===== config.mk =====
export PLATFORM = sky130hd
export DESIGN_NAME = vab_pipe_ctrl
export DESIGN_NICKNAME = d
export VERILOG_FILES = /design/src/sv/vab_pkg.sv /design/src/sv/vab_pipe_ctrl.sv
export SDC_FILE = /design/constraint.sdc
export NUM_CORES = 1
export LEC_CHECK = 0
export ABC_AREA = 1
export BUFFER_PORTS_ARGS = -buffer_cell sky130_fd_sc_hd__buf_2
export CAP_MARGIN = 10
export CORE_MARGIN = 1.5
export CORE_UTILIZATION = 53
export CTS_CLUSTER_DIAMETER = 200
export CTS_CLUSTER_SIZE = 16
export DETAILED_ROUTE_END_ITERATION = 7
export PLACE_DENSITY = 0.85
export SETUP_SLACK_MARGIN = 0.2
export SYNTH_ARGS = -nofsm -noshare
export SYNTH_HDL_FRONTEND = slang
export SYNTH_SLANG_ARGS = --single-unit

===== constraint.sdc =====
create_clock -name clk -period 5.7 [get_ports clk]
set_clock_uncertainty 0.05 [all_clocks]
set_input_delay 0.855 -clock clk [delete_from_list [all_inputs] [get_ports clk]]
set_output_delay 0.855 -clock clk [all_outputs]
set_load 0.03 [all_outputs]

===== src/sv/vab_pkg.sv =====
// shared types, widths and tables for the vector angle pipeline
`default_nettype none
package vab_pkg;

    localparam int COMP_W_DEF   = 16;
    localparam int FRAC_DEF     = 8;

    localparam int MAG_W        = 16;
    localparam int MAG_LIMIT    = 32768;
    localparam int PROD_W       = 32;
    localparam int DOT_W        = 34;
    localparam int RAD_W        = 64;
    localparam int ROOT_W       = RAD_W / 2;
    localparam int REM_W        = ROOT_W + 2;
    localparam int XY_W         = 64;
    localparam int NORM_W       = XY_W - 3;
    localparam int ACC_FRAC     = 24;
    localparam int CORDIC_STEPS = 24;
    localparam int Z_W          = 34;

    localparam int PREP_ST      = 6;
    localparam int SQRT_ST      = ROOT_W;
    localparam int CORD_ST      = CORDIC_STEPS + 3;
    localparam int NUM_ST       = PREP_ST + SQRT_ST + CORD_ST;

    localparam logic signed [Z_W-1:0] DEG90_ACC  = Z_W'(longint'(90) <<< ACC_FRAC);
    localparam logic signed [Z_W-1:0] DEG180_ACC = Z_W'(longint'(180) <<< ACC_FRAC);

    typedef struct packed {
        logic dot_neg;
        logic degen;
    } vab_side_t;

    // atan(2^-i) in units of 2^-24 degree
    function automatic logic signed [Z_W-1:0] atan_tab(input int unsigned idx);
        logic signed [Z_W-1:0] v;
        case (idx)
            0:       v = Z_W'(754974720);
            1:       v = Z_W'(445687602);
            2:       v = Z_W'(235489088);
            3:       v = Z_W'(119537938);
            4:       v = Z_W'(60000934);
            5:       v = Z_W'(30029717);
            6:       v = Z_W'(15018523);
            7:       v = Z_W'(7509720);
            8:       v = Z_W'(3754917);
            9:       v = Z_W'(1877466);
            10:      v = Z_W'(938734);
            11:      v = Z_W'(469367);
            12:      v = Z_W'(234684);
            13:      v = Z_W'(117342);
            14:      v = Z_W'(58671);
            15:      v = Z_W'(29335);
            16:      v = Z_W'(14668);
            17:      v = Z_W'(7334);
            18:      v = Z_W'(3667);
            19:      v = Z_W'(1833);
            20:      v = Z_W'(917);
            21:      v = Z_W'(458);
            22:      v = Z_W'(229);
            23:      v = Z_W'(115);
            default: v = '0;
        endcase
        return v;
    endfunction

endpackage
`default_nettype wire


===== src/sv/vab_pipe_ctrl.sv =====
// valid bits and per-stage load enables with bubble collapse
`default_nettype none
module vab_pipe_ctrl
    import vab_pkg::*;
#(
    parameter int STAGES = NUM_ST
)
(
    input  wire logic              clk,
    input  wire logic              rst_n,
    input  wire logic              in_valid,
    input  wire logic              out_stall,
    output logic                   in_stall,
    output logic [STAGES-1:0]      stage_en,
    output logic                   out_valid
);

    logic [STAGES-1:0] valid_reg;
    logic [STAGES:0]   ready;

    always_comb
    begin
        ready[STAGES] = ~out_stall;
        for (int i = STAGES - 1; i >= 0; i--)
        begin
            ready[i] = ~valid_reg[i] | ready[i+1];
        end
    end

    always_ff @(posedge clk or negedge rst_n)
    begin
        if (!rst_n)
        begin
            valid_reg <= '0;
        end
        else
        begin
            if (ready[0])
            begin
                valid_reg[0] <= in_valid;
            end
            for (int i = 1; i < STAGES; i++)
            begin
                if (ready[i])
                begin
                    valid_reg[i] <= valid_reg[i-1];
                end
            end
        end
    end

    assign stage_en  = ready[STAGES-1:0];
    assign in_stall  = ~ready[0];
    assign out_valid = valid_reg[STAGES-1];

endmodule
`default_nettype wire


**After elaboration in Yosys (flattened, before gate mapping)**

Index checks and enable logic that the tools add are counted.

- Register bits: 65
- Input port bits: 4
- Word-level logic and storage cells: 197

- Bitwise logic cells: 132

Operators with widths:

| operator | number |
|---|---|
| 1-bit inverter | 67 |
| 1-bit bitwise OR | 65 |

**Logic depth before layout (Yosys ltp)**

Gate-level depths: netlist of run 1.

- Depth after elaboration: 67
- Mapped depth: 34

**Least setup slack after synthesis of run 1**

OpenSTA, ideal clock, no wires.

- Kind: input-to-output
- Start: input out_stall
- End: output in_stall
- Data arrival time: 6,944 ps
- Required time: 4,795 ps
- Slack: -2,149 ps
- Cell stages on the path: 34
- Cells stage by stage: nand2_2 -> nor2_4 -> nand4_4 -> nor2_4 -> nand4_4 -> nor2_4 -> nand4_4 -> nor2_4 -> nand4_4 -> nor2_4 -> nand4_4 -> nor2_4 -> nand4_4 -> nor2_4 -> nand4_4 -> nor2_4 -> nand4_4 -> nor2_4 -> nand4_4 -> nor2_4 -> nand4_4 -> nor2_4 -> nand4_4 -> nor2_4 -> nand4_4 -> nor2_4 -> nand4_4 -> nor2_4 -> nand4_4 -> nor2_4 -> nand4_4 -> nor2_4 -> nand4_2 -> inv_1

- Word-level cells in the longest chain between the ends: 67

Ends and longest elaborated chain:

| item | RTL line | RTL |
|---|---|---|
| from (decl) | vab_pipe_ctrl.sv:12 | `input wire logic out_stall,` |
| 1-bit inverter | vab_pipe_ctrl.sv:23 | `ready[STAGES] = ~out_stall;` |
| 1-bit bitwise OR (5 in a row) | vab_pipe_ctrl.sv:26 | `ready[i] = ~valid_reg[i] \| ready[i+1];` |
| net stage_en[60] | vab_pipe_ctrl.sv:14 | `output logic [STAGES-1:0] stage_en,` |
| 1-bit bitwise OR (4 in a row) | vab_pipe_ctrl.sv:26 |  |
| net stage_en[56] | vab_pipe_ctrl.sv:14 |  |
| 1-bit bitwise OR (4 in a row) | vab_pipe_ctrl.sv:26 |  |
| net stage_en[52] | vab_pipe_ctrl.sv:14 |  |
| 1-bit bitwise OR (4 in a row) | vab_pipe_ctrl.sv:26 |  |
| net stage_en[48] | vab_pipe_ctrl.sv:14 |  |
| [4 not listed] | n/a |  |
| net stage_en[44] | vab_pipe_ctrl.sv:14 |  |
| [4 not listed] | n/a |  |
| net stage_en[40] | vab_pipe_ctrl.sv:14 |  |
| [4 not listed] | n/a |  |
| net stage_en[36] | vab_pipe_ctrl.sv:14 |  |
| [4 not listed] | n/a |  |
| net stage_en[32] | vab_pipe_ctrl.sv:14 |  |
| [4 not listed] | n/a |  |
| net stage_en[28] | vab_pipe_ctrl.sv:14 |  |
| [4 not listed] | n/a |  |
| net stage_en[24] | vab_pipe_ctrl.sv:14 |  |
| [4 not listed] | n/a |  |
| net stage_en[20] | vab_pipe_ctrl.sv:14 |  |
| [4 not listed] | n/a |  |
| net stage_en[16] | vab_pipe_ctrl.sv:14 |  |
| [4 not listed] | n/a |  |
| net stage_en[12] | vab_pipe_ctrl.sv:14 |  |
| 1-bit bitwise OR (4 in a row) | vab_pipe_ctrl.sv:26 |  |
| net stage_en[8] | vab_pipe_ctrl.sv:14 |  |
| 1-bit bitwise OR (4 in a row) | vab_pipe_ctrl.sv:26 |  |
| net stage_en[4] | vab_pipe_ctrl.sv:14 |  |
| 1-bit bitwise OR (4 in a row) | vab_pipe_ctrl.sv:26 |  |
| net stage_en[0] | vab_pipe_ctrl.sv:14 |  |
| 1-bit inverter | vab_pipe_ctrl.sv:53 | `assign in_stall = ~ready[0];` |
| to (decl) | vab_pipe_ctrl.sv:13 | `output logic in_stall,` |

The timed path passes the listed nets, and every way through them passes these cells.

**Worst setup path in the final report of run 1**

- Start: input out_stall
- End: output stage_en[2]

- Word-level cells in the longest chain between the ends: 64

Ends and longest elaborated chain:

| item | RTL line |
|---|---|
| 1-bit inverter | vab_pipe_ctrl.sv:23 |
| 1-bit bitwise OR (63 in a row) | vab_pipe_ctrl.sv:26 |
| to (decl) | vab_pipe_ctrl.sv:14 |

No other way between the ends.

==> metrics.txt, run 1 <==
1st-iter DRT viols 74; Multi-input gate area 996 um^2; GRT overflow 0; Post-synth top cells inv_1 (81), dfrtp_1 (65), nand2_1 (60); CP max stage delay 200 ps; Hold Crit Depth 2; maximum fanout along the worst path 4; Min Clock Period, post-route 5960 ps; Synth area leaders dfrtp_1 (57%), nand4_4 (11%), inv_1 (11%); Post-synth EDFFs 0; Fmax 0.168 GHz; Power Density 283 nW/um^2; Die Ht 76.5 um; max reg flops between 60 and 70; worst slew pin tran 781 ps; final WL 5740 um; Starting Density 55.3%; Synth top area share 56.8%; vias per cell 4.54; final instance area between 4000 and 5000 um^2; Worst IR Drop VDD 0.190 mV; pre-CTS setup slack -298 ps; Storage cell area around 1600 um^2; Antenna diodes 0; reg2reg end valid_reg[1]; Critical Path RT 4800 ps; CTS root buffer clkbuf_8; row cnt 26; Worst path slowest cell nor2_4; Layout Utilization 78.5%; most common flop cell mapped by yosys dfrtp_1; largest net degree at the start of global routing 66; fillcell total 310; P&R area growth vs syn 41.8%; Post-Syn Instances 277; Worst Setup End Kind output port; Max Buffers Root-to-Sink 2; crit start category input port; drt wl/cell about 12 um; Cell Area, Placed between 3000 and 4000 um^2; Hold Path Class register to register; WS Path Type input port to output port; CTS Sinks 65; Hold Path Origin valid_reg[7]; vias in the first global route 2,206; Clock Pin Slew Worst Setup and Hold Paths roughly 70 ps; cell taking the most area after synthesis dfrtp_1; final antenna-violating net count 0; Setup Viol. Count Final 9; CTS tree yes; Post-route DRC 0; post-route worst setup slack -259 ps; All-Layer GR Usage between 20% and 30%; initial antenna violation count 0; Hold WS 430 ps; asr flop ratio synth 100%; Die ar. 5850 um^2; DRT Pass-1 Iters 4; cts hold-fix bufs 0; Net Count, Synth about 280; total CTS buffers 9; H-tree levels 3; chip width 76.5 um; Port Buffers 70; total negative slack -1670 ps; clk_lat worst skew 330 ps; routed vias between 2,000 and 2,500; Hold Violations, Final 0; count leader, synth inv_1; Worst Hold End valid_reg[8]; CP Data Arrival Time 5050 ps; Post-DP HPWL ~3700 um; I/O Pins 71; status complete, but fails checks; Pins Over Slew Limit 0; MaxCap Viol Count 0; share of cells above drive strength 1 a little under half; RD Place Congestion ~0.74; Cell Area, Synth 2860 um^2; P_leak 0.00209 uW; nets 410; Seq/Total Area, Yosys 56.8%; Yosys reg bits 65; Unique masters post-synth 11; Synth Warn # 0; Relative slew margins 47.9%; worst r2r src valid_reg[64]; Worst R2R Setup Slack about 1100 ps; WP buf/inv 3; core area 5170 um^2; failing checks setup timing; Worst path most repeated cell nor2_4; cell family with most CP delay simple AND/OR/NAND/NOR gates; period utilization 105%; Reg2Reg Depth 35; unrepaired setup endpoints after global routing true; mean post-synth cell area 10.3 um^2; first-pass GRT wire length 9330 um
tightest hold or removal path, delay by kind of cell (launching register included):
kind | cells | cell delay [ps]
flip-flops | 1 | 320
buffers and inverters | 1 | 70
AND/OR/NAND/NOR | 1 | 60
timing repair:
| action | in CTS | in global routing |
|---|---|---|
| setup buffers | 19 | 13 |
| endpoints found under the hold margin | 0 | 0 |
| setup endpoints to repair | 12 | 16 |
| pin swaps | 2 | 3 |
| resized for setup | 25 | 28 |
routing by layer:
layer	wire (um)	GRT usage [%]	vias up	share of wire [%]
met5	0	0	-	0
met4	87	9.81	0	1.5
met3	302	4.07	11	5.3
met2	2970	36.3	67	52
met1	2380	23.0	1044	41
li1	-	-	1063	-
final cells by class:
class                   count  area share, %
inverters                  82           7.64
multi-input cells         130           24.5
clock inverters             4           1.23
repair buffers            118           20.3
clock buffers              12           4.07
flip-flops and latches     65           40.1
well taps                  70           2.16
worst max path at each step:
stage | startpoint | to | slack (ps) | cells after the start
after floorplan | out_stall | in_stall | -1910 | 34
final | out_stall | stage_en[2] | -260 | 36
after detailed placement | out_stall | in_stall | -300 | 36
after global routing | out_stall | stage_en[2] | -590 | 36
after global placement | out_stall | in_stall | -110 | 36
after CTS | out_stall | in_stall | -190 | 36
cells by family (layout without fill, tap and decap cells):
kind of cell,after synthesis,count (layout),share of synthesized area (%)
simple gates,130,130,32.4
flops,65,65,56.8
buf+inv,82,216,10.8
stage by stage:
stage	instances	total power [uW]
CTS	468	1150
global placement	433	722
detailed placement	433	728
finish	481	1150
global route	481	1200
floorplan	277	665
power breakdown:
group / internal [uW] / switching (uW) / total [uW]
registers: 493 / 29.8 / 522
clock network: 237 / 168 / 405
logic: 75.5 / 146 / 221
total: 805 / 344 / 1150
cells in the final DEF, fill, tap and decap left out:
cell and n:
nor2_1 15, bufinv_16 1, nand2_8 1, nand2_4 1, clkinvlp_4 2, clkinv_2 1, inv_2 3, clkbuf_8 12
nand3_4 1, buf_8 1, buf_4 47, nand2_1 58, inv_1 78, inv_4 1, dfrtp_1 65, buf_6 17
or2_2 18, nor2_4 19, nand4_4 16, nand2_2 1, buf_2 53
Note: power is estimated with default switching activity, not from simulation.
==> run 2: changes to the inputs <==
--- a/config.mk
+++ b/config.mk
@@ -9,11 +9,12 @@
 export BUFFER_PORTS_ARGS = -buffer_cell sky130_fd_sc_hd__buf_2
 export CAP_MARGIN = 10
 export CORE_MARGIN = 1.5
-export CORE_UTILIZATION = 53
+export CORE_UTILIZATION = 40
 export CTS_CLUSTER_DIAMETER = 200
 export CTS_CLUSTER_SIZE = 16
 export DETAILED_ROUTE_END_ITERATION = 7
-export PLACE_DENSITY = 0.85
+export MAX_ROUTING_LAYER = met4
+export PLACE_DENSITY = 0.69
 export SETUP_SLACK_MARGIN = 0.2
 export SYNTH_ARGS = -nofsm -noshare
 export SYNTH_HDL_FRONTEND = slang
==> metrics.txt, run 2 (synthesized netlist as in run 1, its figures left out) <==
GRT overflow 0; Max Buffers Root-to-Sink 2; P_leak between 0.0015 and 0.002 uW; WP buf/inv 4; vias in the first global route approximately 2,000; Fmax ~0.17 GHz; commonest non-fill, non-tap cells in the layout inv_1 (79), dfrtp_1 (65), nand2_1 (58), buf_2 (55), buf_4 (35); nets 394; Power Density 286 nW/um^2; Min Clock Period, post-route 5820 ps; 1st-iter DRT viols 70; MaxCap Viol Count 0; Die ar. roughly 7700 um^2; DRT Pass-1 Iters 4; status complete, but fails checks; share of cells above drive strength 1 44.7%; core area 6870 um^2; drt wl/cell 10.3 um; Worst path most repeated cell nor2_4; WS Path Type input port to output port; Die Ht 87.6 um; period utilization 102%; row cnt 30; P&R area growth vs syn 36.9%; Starting Density a little over two fifths; unrepaired setup endpoints after global routing true; Pins Over Slew Limit 0; crit start category input port; Hold Path Class register to register; first-pass GRT wire length 8480 um; Worst path slowest cell nor2_4; Setup Viol. Count Final 7; CTS root buffer clkbuf_8; CP max stage delay between 150 and 200 ps; worst slew pin tran 797 ps; I/O Pins around 70; Post-route DRC 0; Critical Path RT 4800 ps; post-route worst setup slack -121 ps; maximum fanout along the worst path 4; RD Place Congestion approximately 0.78; routed vias just over 2,000; final WL ~5000 um; Clock Pin Slew Worst Setup and Hold Paths around 70 ps; All-Layer GR Usage 15.0%; H-tree levels 3; clk_lat worst skew 330 ps; initial antenna violation count 0; CTS Sinks between 60 and 70; CP Data Arrival Time about 4900 ps; Antenna diodes 0; failing checks setup timing; CTS tree yes; total CTS buffers 9; Hold Violations, Final 0; Worst Setup End Kind output port; Worst IR Drop VDD 0.152 mV; cts hold-fix bufs 0; Hold Path Origin valid_reg[63]; largest net degree at the start of global routing 66; worst setup path start out_stall; vias per cell roughly 4; most common cell after layout, fill and taps aside inv_1; worst r2r src valid_reg[64]; Post-DP HPWL 3620 um; Port Buffers 70; cell family with most CP delay simple AND/OR/NAND/NOR gates; max reg flops between 60 and 70; final antenna-violating net count 0; Pwr Total 1120 uW; Relative slew margins between 40% and 50%; chip width 87.6 um; pre-CTS setup slack -334 ps
[run 2: layout make-up]
type                       instances  area [um^2]
fill                             617         2950
sequential                        65         1630
multi-input combinational        130          991
timing repair buffer             102          677
inverter                          82          310
clock buffer                      12          155
tap                               96          120
clock inverter                     3         40.0
[run 2: where the power goes]
group / switching, uW / internal, uW / total, uW
clock network: 161 / 222 / 383
registers: 28.7 / 493 / 521
logic: 142 / 73.2 / 215
total: 332 / 788 / 1120
[run 2: timing repair]
| action | in CTS | in global routing |
|---|---|---|
| resized for setup | 23 | 18 |
| setup buffers | 12 | 8 |
| pin swaps | 3 | 4 |
| endpoints found under the setup margin | 12 | 15 |
[run 2: through the flow]
| stage | instances | util, % | area [um^2] | TNS (ps) | hold WS (ps) |
|---|---|---|---|---|---|
| 3_5_place_dp | 455 | 50.4 | 3460 | -1690 | 417 |
| 4_1_cts | 482 | 55.5 | 3810 | -1160 | 433 |
| 2_1_floorplan | 277 | - | 2900 | -32920 | 396 |
| 3_3_place_gp | 455 | 50.4 | 3460 | -832 | 410 |
| 5_1_grt | 490 | 57.1 | 3920 | -3770 | 457 |
| 6_report | 490 | 57.1 | 3920 | -570 | 426 |
[run 2: layer usage]
layer  part of all wire, %  vias to the layer above  track usage, %
met5                     0                        -               -
met4                   1.6                        0            6.06
met3                   4.7                        7            5.09
met2                    51                       52            24.1
met1                    42                      933            17.3
li1                      -                     1021               -
[run 2: worst paths after layout]
path	end	slack (ps)	cells after the start
min in group asynchronous	valid_reg[20]	650	2
min	valid_reg[64]	430	2
max reg2reg	valid_reg[1]	1210	35
max	stage_en[3]	-120	36
max in group asynchronous	valid_reg[48]	4440	2
min reg2reg	valid_reg[64]	430	2
[run 2: worst min-delay path, stage by stage, from the launching register on]
cell	delay, ps
dfrtp_1	340
inv_2	50
nand2_1	60
==> run 3: changes to the inputs <==
--- a/config.mk
+++ b/config.mk
@@ -9,12 +9,12 @@
 export BUFFER_PORTS_ARGS = -buffer_cell sky130_fd_sc_hd__buf_2
 export CAP_MARGIN = 10
 export CORE_MARGIN = 1.5
-export CORE_UTILIZATION = 40
+export CORE_UTILIZATION = 45
 export CTS_CLUSTER_DIAMETER = 200
 export CTS_CLUSTER_SIZE = 16
 export DETAILED_ROUTE_END_ITERATION = 7
 export MAX_ROUTING_LAYER = met4
-export PLACE_DENSITY = 0.69
+export PLACE_DENSITY = 0.75
 export SETUP_SLACK_MARGIN = 0.2
 export SYNTH_ARGS = -nofsm -noshare
 export SYNTH_HDL_FRONTEND = slang
==> metrics.txt, run 3 (synthesized netlist as in run 1, its figures left out) <==
status complete, but fails checks; failing checks setup timing; Die ar. 6850 um^2; CP max stage delay 160 ps; row cnt 28; CP Data Arrival Time 4960 ps; Post-DP HPWL between 3000 and 4000 um; Comb power frac approximately a fifth; most common cell after layout, fill and taps aside inv_1; GRT overflow 0; Starting Density 47.5%; Clock Pin Slew Worst Setup and Hold Paths 60 ps; core area 6030 um^2; nets 409; max reg flops 65; Worst Setup End Kind output port; commonest non-fill, non-tap cells in the layout inv_1 (76), dfrtp_1 (65), nand2_1 (58), buf_2 (52), buf_4 (47); Setup Viol. Count Final 8; Pint 765 uW; Power Density between 200 and 300 nW/um^2; Critical Path RT 4800 ps; sequential share of power 47.6%; Max Buffers Root-to-Sink 2; clk_lat worst skew 330 ps; Port Buffers 70; 1st-iter DRT viols 47; initial antenna violation count 0; CTS tree yes; RD Place Congestion 0.760; period utilization 103%; Relative slew margins 46.8%; Pins Over Slew Limit 0; unrepaired setup endpoints after global routing true; MaxCap Viol Count 0; Die Ht 82.8 um; chip width 82.8 um; worst slew pin tran between 700 and 800 ps; All-Layer GR Usage 16.5%; Net Sw Frac a little under a third; vias in the first global route 2,009; CTS root buffer clkbuf_8; Hold Path Class register to register; vias per cell 4.36; Non-Filler Instances 485; final WL about 5100 um; Clock Power Share 33.6%; I/O Pins 71; drt wl/cell 10.6 um; sw power approximately 330 uW; final antenna-violating net count 0; H-tree levels 3; total CTS buffers 9; DRT Pass-1 Iters 3; share of cells above drive strength 1 47.8%; CTS Sinks 65; Antenna diodes 0; post-route worst setup slack -164 ps; P_leak 0.00208 uW; crit start category input port; Post-route DRC 0; routed vias 2,116; Worst IR Drop VDD approximately 0.17 mV; Worst path slowest cell buf_4; Hold WS 430 ps; cts hold-fix bufs 0; P&R area growth vs syn 41.2%; Fmax 0.171 GHz; largest net degree at the start of global routing 66; Hold Violations, Final 0; maximum fanout along the worst path 3; first-pass GRT wire length 8160 um; placed insts 438; WS Path Type input port to output port; Min Clock Period, post-route 5860 ps
[run 3: stage by stage]
stage                     utilization [%]  instance area [um^2]  setup TNS, ps  power (uW)  setup slack [ps]
final                                67.1                  4040          -1040        1090              -164
after global routing                 67.1                  4040          -5470        1150              -567
after CTS                            64.2                  3870          -1230        1100              -216
after detailed placement             57.5                  3460          -1770         729              -320
after global placement               57.5                  3460          -1020         724              -220
after floorplan                         -                  2900         -32920         665             -1910
[run 3: repair_timing]
action	in CTS	in global routing
setup buffers	17	14
resized for setup	28	28
endpoints found under the setup margin	12	17
pin swaps	2	3
[run 3: power groups by stage]
stage / sequential [uW] / combinational [uW] / clock [uW]
floorplan: 525 / 140 / 0
detailed placement: 529 / 200 / 0
global route: 524 / 230 / 398
global placement: 528 / 196 / 0
finish: 521 / 207 / 367
CTS: 521 / 206 / 378
[run 3: final cells by class]
class / count / area, um^2
inverter: 82 / 310
timing repair buffer: 117 / 820
multi-input combinational: 130 / 998
tap: 75 / 93.8
clock inverter: 2 / 10.0
clock buffer: 14 / 183
sequential: 65 / 1630
fill: 465 / 1980
[run 3: final timing paths]
path                            cells past startpoint     startpoint  slack [ps]       endpoint
worst max-delay path                               36      out_stall        -160    stage_en[4]
worst min-delay path                                2  valid_reg[55]         430  valid_reg[56]
worst max register to register                     36  valid_reg[64]        1060   valid_reg[1]
worst min register to register                      2  valid_reg[55]         430  valid_reg[56]
max in group asynchronous                           2          rst_n        4420  valid_reg[26]
min in group asynchronous                           2          rst_n         650  valid_reg[50]
[run 3: metal layers]
metal / part of all wire (%) / up-vias / global-route usage (%)
li1: - / 1063 / -
met1: 42 / 993 / 17.6
met2: 51 / 51 / 28.3
met3: 5.6 / 9 / 4.62
met4: 1.7 / 0 / 8.00
met5: 0 / - / -
[run 3: critical path, delay by kind of cell]
kind / cells / cell delay [ps]
and+or+nand+nor: 31 / 3480
buffers and inverters: 5 / 620
